File: src/rtl/rfm_pkg.sv
// ----------------------------------------------------------------------------
// rfm_pkg - shared constants for the range filtered median block
// Sizes of the sample store, counter widths, register map and field widths.
// ----------------------------------------------------------------------------
package rfm_pkg;

    // sample store capacity
    localparam int MAX_SAMPLES = 64;
    localparam int ADDR_W      = (MAX_SAMPLES > 1) ? $clog2(MAX_SAMPLES) : 1;
    localparam int CNT_W       = $clog2(MAX_SAMPLES + 1);

    // field widths
    localparam int DATA_W      = 32;
    localparam int KEPT_W      = 7;
    localparam int M_TDATA_W   = 40;

    // configuration register map, index is paddr[2]
    localparam int  PADDR_W     = 3;
    localparam logic REG_MIN_IDX = 1'b0;
    localparam logic REG_MAX_IDX = 1'b1;

    localparam logic [DATA_W-1:0] MIN_RESET = '0;
    localparam logic [DATA_W-1:0] MAX_RESET = '1;

endpackage

File: src/rtl/range_filtered_median.sv
// Result: after the last sample of a set the result is found by a bitwise rank
// search that scans the single-read-port sample store once per result bit, once
// for an odd kept count and twice for an even one; with none kept it is skipped.
// Throughput: one sample per cycle while loading; input stalls during search
// and until the result register is free.
// Reset: synchronous active low; control state, valid and ranges reset, store kept.
// ----------------------------------------------------------------------------
// range_filtered_median - median of the in-range samples of a set
// Stores in-range samples, then finds the middle rank(s) by a bit-serial
// rank search over the store and emits median, kept count and overflow.
// ----------------------------------------------------------------------------
module range_filtered_median (
    input  logic                          aclk,
    input  logic                          aresetn,
    // input stream
    input  logic                          s_tvalid,
    output logic                          s_tready,
    input  logic [rfm_pkg::DATA_W-1:0]    s_tdata,   // [31:0] duration
    input  logic                          s_tlast,   // last_sample
    // result stream
    output logic                          m_tvalid,
    input  logic                          m_tready,
    output logic [rfm_pkg::M_TDATA_W-1:0] m_tdata,   // [31:0] median, [38:32] kept_count
    output logic                          m_tuser,   // overflow
    // configuration port
    input  logic                          psel,
    input  logic                          penable,
    input  logic                          pwrite,
    input  logic [rfm_pkg::PADDR_W-1:0]   paddr,
    input  logic [31:0]                   pwdata,
    output logic [31:0]                   prdata,
    output logic                          pready
);
    import rfm_pkg::*;

    localparam logic [2:0] ST_LOAD   = 3'd0;
    localparam logic [2:0] ST_START  = 3'd1;
    localparam logic [2:0] ST_SCAN   = 3'd2;
    localparam logic [2:0] ST_DECIDE = 3'd3;
    localparam logic [2:0] ST_DONE   = 3'd4;

    logic [2:0]        state_reg, state_next;
    logic [DATA_W-1:0] min_reg, max_reg;
    logic [CNT_W-1:0]  count_reg, count_next;
    logic              ovf_reg, ovf_next;
    logic [CNT_W-1:0]  scan_idx_reg, scan_idx_next;
    logic              pend_reg, pend_next;
    logic              sel_reg, sel_next;
    logic [CNT_W-1:0]  cnt_reg, cnt_next;
    logic [CNT_W-1:0]  k_reg, k_next;
    logic [DATA_W-1:0] r_reg, r_next;
    logic [DATA_W-1:0] hi_mask_reg, hi_mask_next;
    logic [DATA_W-1:0] bit_reg, bit_next;
    logic [DATA_W-1:0] a_reg, a_next;
    logic [DATA_W-1:0] b_reg, b_next;
    logic              m_tvalid_reg, m_tvalid_next;
    logic [M_TDATA_W-1:0] m_tdata_reg, m_tdata_next;
    logic              m_tuser_reg, m_tuser_next;

    logic [DATA_W-1:0] mem [MAX_SAMPLES];
    logic [DATA_W-1:0] rd_data_reg;

    logic              in_xfer, cfg_wr, keep, full, store_en, match, out_free;
    logic [DATA_W-1:0] res_val;
    logic [DATA_W:0]   sum;

    // handshakes
    assign s_tready = (state_reg == ST_LOAD);
    assign in_xfer  = s_tvalid && s_tready;
    assign pready   = 1'b1;
    assign cfg_wr   = psel && penable && pwrite && pready;
    assign prdata   = (paddr[2] == REG_MAX_IDX) ? max_reg : min_reg;

    // range filter and store room
    assign keep     = (s_tdata >= min_reg) && (s_tdata <= max_reg);
    assign full     = (count_reg == CNT_W'(MAX_SAMPLES));
    assign store_en = in_xfer && keep && !full;

    // element counts toward the current rank search bit
    assign match = ((((rd_data_reg ^ r_reg) & hi_mask_reg) == '0)
                   && ((rd_data_reg & bit_reg) == '0));

    assign out_free = !m_tvalid_reg || m_tready;
    assign sum      = {1'b0, a_reg} + {1'b0, b_reg} + (DATA_W+1)'(1);

    assign m_tvalid = m_tvalid_reg;
    assign m_tdata  = m_tdata_reg;
    assign m_tuser  = m_tuser_reg;

    // sequencer
    always_comb begin
        state_next    = state_reg;
        count_next    = count_reg;
        ovf_next      = ovf_reg;
        scan_idx_next = scan_idx_reg;
        pend_next     = 1'b0;
        sel_next      = sel_reg;
        cnt_next      = cnt_reg;
        k_next        = k_reg;
        r_next        = r_reg;
        hi_mask_next  = hi_mask_reg;
        bit_next      = bit_reg;
        a_next        = a_reg;
        b_next        = b_reg;
        res_val       = r_reg;
        m_tvalid_next = m_tvalid_reg && !m_tready;
        m_tdata_next  = m_tdata_reg;
        m_tuser_next  = m_tuser_reg;

        unique case (state_reg)
            ST_LOAD: begin
                if (in_xfer) begin
                    if (keep && !full) count_next = count_reg + CNT_W'(1);
                    if (keep && full)  ovf_next   = 1'b1;
                    if (s_tlast)       state_next = ST_START;
                end
            end
            ST_START: begin
                scan_idx_next = '0;
                cnt_next      = '0;
                sel_next      = 1'b0;
                r_next        = '0;
                hi_mask_next  = '0;
                bit_next      = {1'b1, {(DATA_W-1){1'b0}}};
                k_next        = (count_reg - CNT_W'(1)) >> 1;
                if (count_reg == '0) begin
                    a_next     = '0;
                    b_next     = '0;
                    state_next = ST_DONE;
                end else begin
                    state_next = ST_SCAN;
                end
            end
            ST_SCAN: begin
                if (pend_reg && match) cnt_next = cnt_reg + CNT_W'(1);
                if (scan_idx_reg == count_reg) begin
                    state_next = ST_DECIDE;
                end else begin
                    pend_next     = 1'b1;
                    scan_idx_next = scan_idx_reg + CNT_W'(1);
                end
            end
            ST_DECIDE: begin
                // pick this result bit and narrow the rank
                if (k_reg >= cnt_reg) begin
                    res_val = r_reg | bit_reg;
                    k_next  = k_reg - cnt_reg;
                end
                r_next        = res_val;
                scan_idx_next = '0;
                cnt_next      = '0;
                if (bit_reg[0]) begin
                    if (!sel_reg) begin
                        a_next = res_val;
                        if (count_reg[0]) begin
                            b_next     = res_val;
                            state_next = ST_DONE;
                        end else begin
                            sel_next     = 1'b1;
                            k_next       = count_reg >> 1;
                            r_next       = '0;
                            hi_mask_next = '0;
                            bit_next     = {1'b1, {(DATA_W-1){1'b0}}};
                            state_next   = ST_SCAN;
                        end
                    end else begin
                        b_next     = res_val;
                        state_next = ST_DONE;
                    end
                end else begin
                    bit_next     = bit_reg >> 1;
                    hi_mask_next = {1'b1, hi_mask_reg[DATA_W-1:1]};
                    state_next   = ST_SCAN;
                end
            end
            ST_DONE: begin
                if (out_free) begin
                    m_tvalid_next = 1'b1;
                    m_tdata_next  = {1'b0, KEPT_W'(count_reg), sum[DATA_W:1]};
                    m_tuser_next  = ovf_reg;
                    count_next    = '0;
                    ovf_next      = 1'b0;
                    state_next    = ST_LOAD;
                end
            end
            default: state_next = ST_LOAD;
        endcase
    end

    // control registers
    always_ff @(posedge aclk) begin
        if (!aresetn) begin
            state_reg    <= ST_LOAD;
            count_reg    <= '0;
            ovf_reg      <= 1'b0;
            pend_reg     <= 1'b0;
            sel_reg      <= 1'b0;
            m_tvalid_reg <= 1'b0;
            min_reg      <= MIN_RESET;
            max_reg      <= MAX_RESET;
        end else begin
            state_reg    <= state_next;
            count_reg    <= count_next;
            ovf_reg      <= ovf_next;
            pend_reg     <= pend_next;
            sel_reg      <= sel_next;
            m_tvalid_reg <= m_tvalid_next;
            if (cfg_wr && paddr[2] == REG_MIN_IDX) min_reg <= pwdata;
            if (cfg_wr && paddr[2] == REG_MAX_IDX) max_reg <= pwdata;
        end
    end

    // search datapath and output payload
    always_ff @(posedge aclk) begin
        scan_idx_reg <= scan_idx_next;
        cnt_reg      <= cnt_next;
        k_reg        <= k_next;
        r_reg        <= r_next;
        hi_mask_reg  <= hi_mask_next;
        bit_reg      <= bit_next;
        a_reg        <= a_next;
        b_reg        <= b_next;
        m_tdata_reg  <= m_tdata_next;
        m_tuser_reg  <= m_tuser_next;
    end

    // sample store, one write and one registered read
    always_ff @(posedge aclk) begin
        if (store_en) mem[count_reg[ADDR_W-1:0]] <= s_tdata;
        rd_data_reg <= mem[scan_idx_reg[ADDR_W-1:0]];
    end

    // checks
    a_count_cap: assert property (@(posedge aclk) disable iff (!aresetn)
        count_reg <= CNT_W'(MAX_SAMPLES))
        else $error("stored count beyond capacity");

    a_ovf_full: assert property (@(posedge aclk) disable iff (!aresetn)
        $rose(ovf_reg) |-> $past(count_reg) == CNT_W'(MAX_SAMPLES))
        else $error("overflow raised while store had room");

    a_scan_bound: assert property (@(posedge aclk) disable iff (!aresetn)
        (state_reg == ST_SCAN) |-> scan_idx_reg <= count_reg)
        else $error("scan index past stored count");

    a_rank_bound: assert property (@(posedge aclk) disable iff (!aresetn)
        (state_reg == ST_SCAN || state_reg == ST_DECIDE) |-> k_reg < count_reg)
        else $error("rank outside stored samples");

    a_out_src: assert property (@(posedge aclk) disable iff (!aresetn)
        $rose(m_tvalid_reg) |-> $past(state_reg) == ST_DONE)
        else $error("result raised outside completion");

endmodule

File: config.mk
export PLATFORM = sky130hd
export DESIGN_NAME = range_filtered_median
export DESIGN_NICKNAME = d
export VERILOG_FILES = /design/src/rtl/rfm_pkg.sv /design/src/rtl/range_filtered_median.sv
export SDC_FILE = /design/constraint.sdc
export NUM_CORES = 2
export LEC_CHECK = 0
export ABC_AREA = 1
export BUFFER_PORTS_ARGS = -buffer_cell sky130_fd_sc_hd__buf_2
export CAP_MARGIN = 20
export CELL_PAD_IN_SITES_DETAIL_PLACEMENT = 1
export CELL_PAD_IN_SITES_GLOBAL_PLACEMENT = 1
export CORE_AREA = 2 2 508 384
export DETAILED_ROUTE_END_ITERATION = 8
export DIE_AREA = 0 0 510 386
export PLACE_DENSITY = 0.8
export SLEW_MARGIN = 20
export SYNTH_ARGS = -nofsm -noshare
export SYNTH_HDL_FRONTEND = slang
export SYNTH_SLANG_ARGS = --single-unit
File: constraint.sdc
create_clock -name aclk -period 6.41 [get_ports aclk]
set_input_delay 1.282 -clock aclk [delete_from_list [all_inputs] [get_ports aclk]]
set_output_delay 1.282 -clock aclk [all_outputs]
set_load 0.1 [all_outputs]
== Word level (Yosys, flattened, before mapping) ==
Memory sizes are Yosys's and may differ from the RTL's. A register that Yosys moved wholly into a read port is not among the register bits.
Index checks and enable logic that the tools add are counted.

* Input bits: 75
* Word-level logic and storage cells: 148
* Output and inout port bits: 76
* Memories kept: 1
* RAM bits: 2048
* Register bits: 299

* Add/sub/neg operators: 7
* Equality and inequality tests: 20
* Bitwise operators: 5
* Reductions and logical operators: 36
* Mux-type cells: 57
* $lt $le $gt $ge: 3

{| class="wikitable"
|+ Memory list
! name !! depth !! width !! read ports !! clocked after memory_dff !! write ports !! RTL line !! RTL
|-
| mem || 64 || 32 || 1 || 1 || 1 || range_filtered_median.sv:60 || <nowiki>logic [DATA_W-1:0] mem [MAX_SAMPLES];</nowiki>
|}

{| class="wikitable"
|+ Operators with widths
! operator !! count
|-
| $mux 32 || 17
|-
| $pmux 32 s2 || 5
|-
| $and 32x32->32 || 2
|-
| $logic_not 32->1 || 2
|-
| $mux 7 || 9
|-
| $pmux 7 s2 || 4
|-
| $add 32x32->33 || 1
|-
| $add 33x1->33 const B || 1
|-
| $ge 32x32->1 || 1
|-
| $le 32x32->1 || 1
|-
| $or 32x32->32 || 1
|-
| $xor 32x32->32 || 1
|-
| $mux 3 || 8
|-
| $add 7x1->7 const B || 3
|-
| $reduce_and 4->1 || 5
|-
| $pmux 3 s5 || 1
|-
| $ne 2x2->1 const B || 7
|-
| $logic_and 1x1->1 || 13
|-
| $mux 1 || 11
|-
| $reduce_and 2->1 || 5
|-
| $ne 3x3->1 const B || 3
|-
| $ne 2x1->1 const B || 4
|-
| $eq 7x7->1 || 1
|-
| $eq 7x7->1 const B || 1
|-
| 15 further kinds || 21
|}

== Longest topological paths before layout ==
* Depth after elaboration: 7
* Mapped depth: 20
* Depth with buffers taken out: 19

== Worst setup path after synthesis ==
OpenSTA, ideal clock, no wires.

* Kind: in2reg
* Start point: in s_tdata[15] in the netlist's numbering
* End point: mem mem[10][0], enable pin
* Arrival: 4.730 ns
* Path slack: 1.219 ns
* Required time: 5.949 ns
* Buffers on the path: 0
* Stages: 11
* Setup time: 0.461 ns
* Path through: ha_1 nand2_1 nor4_1 nand2_1 nand2_1 nand2_1 nand2_1 nand3_2 nor2_4 inv_1 nor3_1

* Longest elaborated chain between the ends: 6
* Elaborated cells between the ends (all ways): 7
* Those cells by class: 2 x order compare; 2 x mux; 3 x reduce/logical

{| class="wikitable"
|+ Ends and longest elaborated chain
! what !! RTL line !! RTL
|-
| from (decl) || range_filtered_median.sv:18 || <nowiki>input logic [rfm_pkg::DATA_W-1:0] s_tdata,</nowiki>
|-
| $ge 32x32->1 or $le 32x32->1 (tied branches) || range_filtered_median.sv:75 || <nowiki>assign keep = (s_tdata >= min_reg) && (s_tdata <= max_reg);</nowiki>
|-
| $logic_and 1x1->1 * || range_filtered_median.sv:75 ||
|-
| $logic_and 1x1->1 * (2 in a row) || range_filtered_median.sv:77 || <nowiki>assign store_en = in_xfer && keep && !full;</nowiki>
|-
| $mux 1 * || range_filtered_median.sv:229 || <nowiki>if (store_en) mem[count_reg[ADDR_W-1:0]] <= s_tdata;</nowiki>
|-
| $mux 1 (implied by the code) * || range_filtered_median.sv:229 ||
|-
| to (decl) || range_filtered_median.sv:60 ||
|}

Mark *: on every way between the ends. The rest lies on a longest branch, timed or not.

== Final worst setup path ==
* Start point: in s_tdata[14] in the netlist's numbering
* End point: mem mem[15][18], enable pin

The elaborated chain is that of the path after synthesis.

==> impl_metrics.yaml <==
placement:
  postPlaceCellArea_sq_mm: 0.0994
  gp_congestion: 0.959
  port_buffers: 146
  dpl.hpwl_microns: 191000
  place_inst: 9707
global_routing:
  grtUsageTotal_pct: 32.2
  grt_pass1_vias: 67700
  gr-total-overflow: 0
  antenna_found_initial: 32
  grt_pass1_wl_microns: 462000
  grt_max_degree: 172
job:
  drv_cap: 0
setup_path:
  end_kind: "flop"
  worstPathRequired_ns: 6.98
  critical_path_buf_inv_count: 3
  critical_path_class: "in2reg"
  cp_cell_sequence: "buf_2 > ha_1 > nand2_1 > nor4_1 > nand2_1 > nand2_1 > nand2_1 > nand2_1 > nand3_2 > nor2_4 > nand3_1 > buf_4 > nor2_4 > buf_4"
  crit_path_top_delay_cell: "buf_2"
  cp_common_cell: "nand2_1"
  critPathTopFamily: "simple AND/OR/NAND/NOR gates"
  critical-path-max-stage-delay_ns: 0.69
  critPathMaxFanout: 21
  start_kind: "input port"
  arrival_ns: 5.38
floorplanning:
  die_x_microns: 510
  fp-row-count: 140
  io_pins: 151
  floorplan.initialDensity_pct: 49.7
  coreArea_sq_mm: 0.193
  die_h_microns: 386
  dieArea_sq_mm: 0.197
clock_network:
  htree_levels: 4
  cts_buffer_depth: 3
  cts_resized: 0
  path_clk_slew_ns: 0.07
  worstSkewPairLatency_ns: 0.91
  clock-sinks: 2379
  post_cts_buffers: 0
  ctsHoldBuffers: 0
  cts_buffers: 214
  clockRootBuffer: "clkbuf_16"
  tritoncts: "done"
final_layout:
  final_nets: 7554
  stdcell_count: 10100
  area_growth_pct: 11.7
  drive_gt1_share_pct: 9.68
  largest_reg_flops: 2048
  final_area_sq_mm: 0.107
  post-route-util_pct: 55.4
power_and_ir_drop:
  vdd_ir_drop_max_mv: 0.536
  p_per_area_mw_per_mm2: 451
  power.total_mw: 48.1
  p_leak_nw: 35.2
route:
  wl_per_cell_microns: 31.8
  drt_wl_total_microns: 321000
  antenna_left: 0
  drcViolationCount: 0
  firstDrtPassIters: 6
  num_vias: 66300
  viasPerCell: 6.55
  first_iter_violations: 9314
sta:
  tns_ns: 0
  rsz0062_at_grt: "no"
  worstMarginPinSlew_ns: 1.11
  final.setup_skew_ns: 0.0560
  timing.final.crit_share_pct: 75.1
  setup_viol: 0
  final_hold_viol_count: 0
  fmax_mhz: 208
  slew-limit-headroom_pct: 26.2
  period_needed_ns: 4.81
  maxSlewViolCount: 0
synth:
  synth_area_sq_mm: 0.0956
  synth_warnings: 0
  synth-seq-cells: 2379
  synth_top_cell_area_share_pct: 71.3
  synth-main-ff-cell: "edfxtp_1"
  synthArstFlopShare_pct: 0
  postSynthNetCount: 7487
  synthCells: 7303
  synthDistinctLibCells: 47
  synth-edff-count: 2269
  avgSynthCellArea_sq_um: 13.1
  synth_top_area_cell: "edfxtp_1"
  ys_seq_area_share_pct: 73.6
  synth.area.top_cells: "edfxtp_1 (71%), o21ai_0 (5.0%), nor2_1 (4.0%)"
status:
  outcome: "finished, final reports clean"
hold_path:
  min_path_type: "reg2reg"
cells in the final DEF, fill, tap and decap left out, types with 41 or more instances in the layout:
master,instances
a21oi_1,485
nand2_1,597
dfxtp_1,110
buf_2,146
o21ai_1,57
o22ai_1,82
o211ai_1,82
o221ai_1,344
nor2_4,61
nor3_1,41
ha_1,107
o21ai_0,946
edfxtp_1,2269
nand3_1,265
inv_1,181
clkbuf_16,224
clkinv_1,53
clkbuf_1,42
a211oi_1,93
nor2_1,952
buf_4,169
kinds of logic (layout without fill, tap and decap cells):
group | count (synthesis) | after routing | share of synthesized area, %
and+or+nand+nor | 1952 | 1952 | 8.16
xor gates and xnor gates | 53 | 53 | 0.486
other | 2 | 5 | 0.00786
adders and majority gates | 109 | 109 | 1.44
DFF | 2379 | 2379 | 73.6
AOI/OAI and AO/OA | 2127 | 2127 | 13.2
buffers and inverters | 681 | 929 | 3.16
cells in the mapped netlist, drive strengths merged, types with 14 or more instances:
master  instances
nor2         1014
clkbuf        300
inv           188
o211ai         82
o21ai        1003
dfxtp         110
buf           184
edfxtp       2269
nand3         266
o22ai          82
xnor2          22
xor2           31
nand4          14
o221ai        344
a21oi         485
nand2         599
a211oi         93
nor3           50
ha            107
report_power, final:
group          switching, mW  leakage (nW)  total (mW)  internal, mW
registers              0.518          21.4        18.4          17.8
clock network           5.93          3.52        13.4          7.50
logic                   12.6          10.3        16.3          3.72
total                   19.1          35.2        48.1          29.1
metrics by stage:
step                setup slack (ns)  hold slack [ns]
floorplan                       1.22            0.403
CTS                             1.78            0.436
global placement               0.948            0.426
detailed placement             0.838            0.419
finish                          1.60            0.435
global route                    1.55            0.446
path summary, 6_finish.rpt:
path	from	endpoint	slack (ns)	depth (start not counted)
setup / recovery	s_tdata[14]	mem[15][18]	1.60	14
hold / removal	ovf_reg	m_tuser	0.44	0
setup reg to reg	scan_idx_reg[0]	rd_data_reg[13]	1.84	9
hold reg to reg	ovf_reg	m_tuser	0.44	0
metal layers:
| layer | vias up | GRT usage (%) | wire length (microns) |
|---|---|---|---|
| met3 | 793 | 9.04 | 38800 |
| met1 | 33900 | 43.2 | 121000 |
| met5 | - | 0 | 332 |
| met4 | 24 | 15.2 | 16000 |
| li1 | 27600 | - | - |
| met2 | 4026 | 48.8 | 145000 |
cell type report:
class / instances / area (sq um)
diodes: 3 / 7.51
clock buffers: 273 / 5840
clock inverters: 124 / 1420
fillers: 18800 / 85800
inverters: 197 / 776
multi-input cells: 4243 / 22800
flip-flops and latches: 2379 / 70300
well taps: 2556 / 3200
repair buffers: 335 / 2400
(Power assumes the default switching activity.)
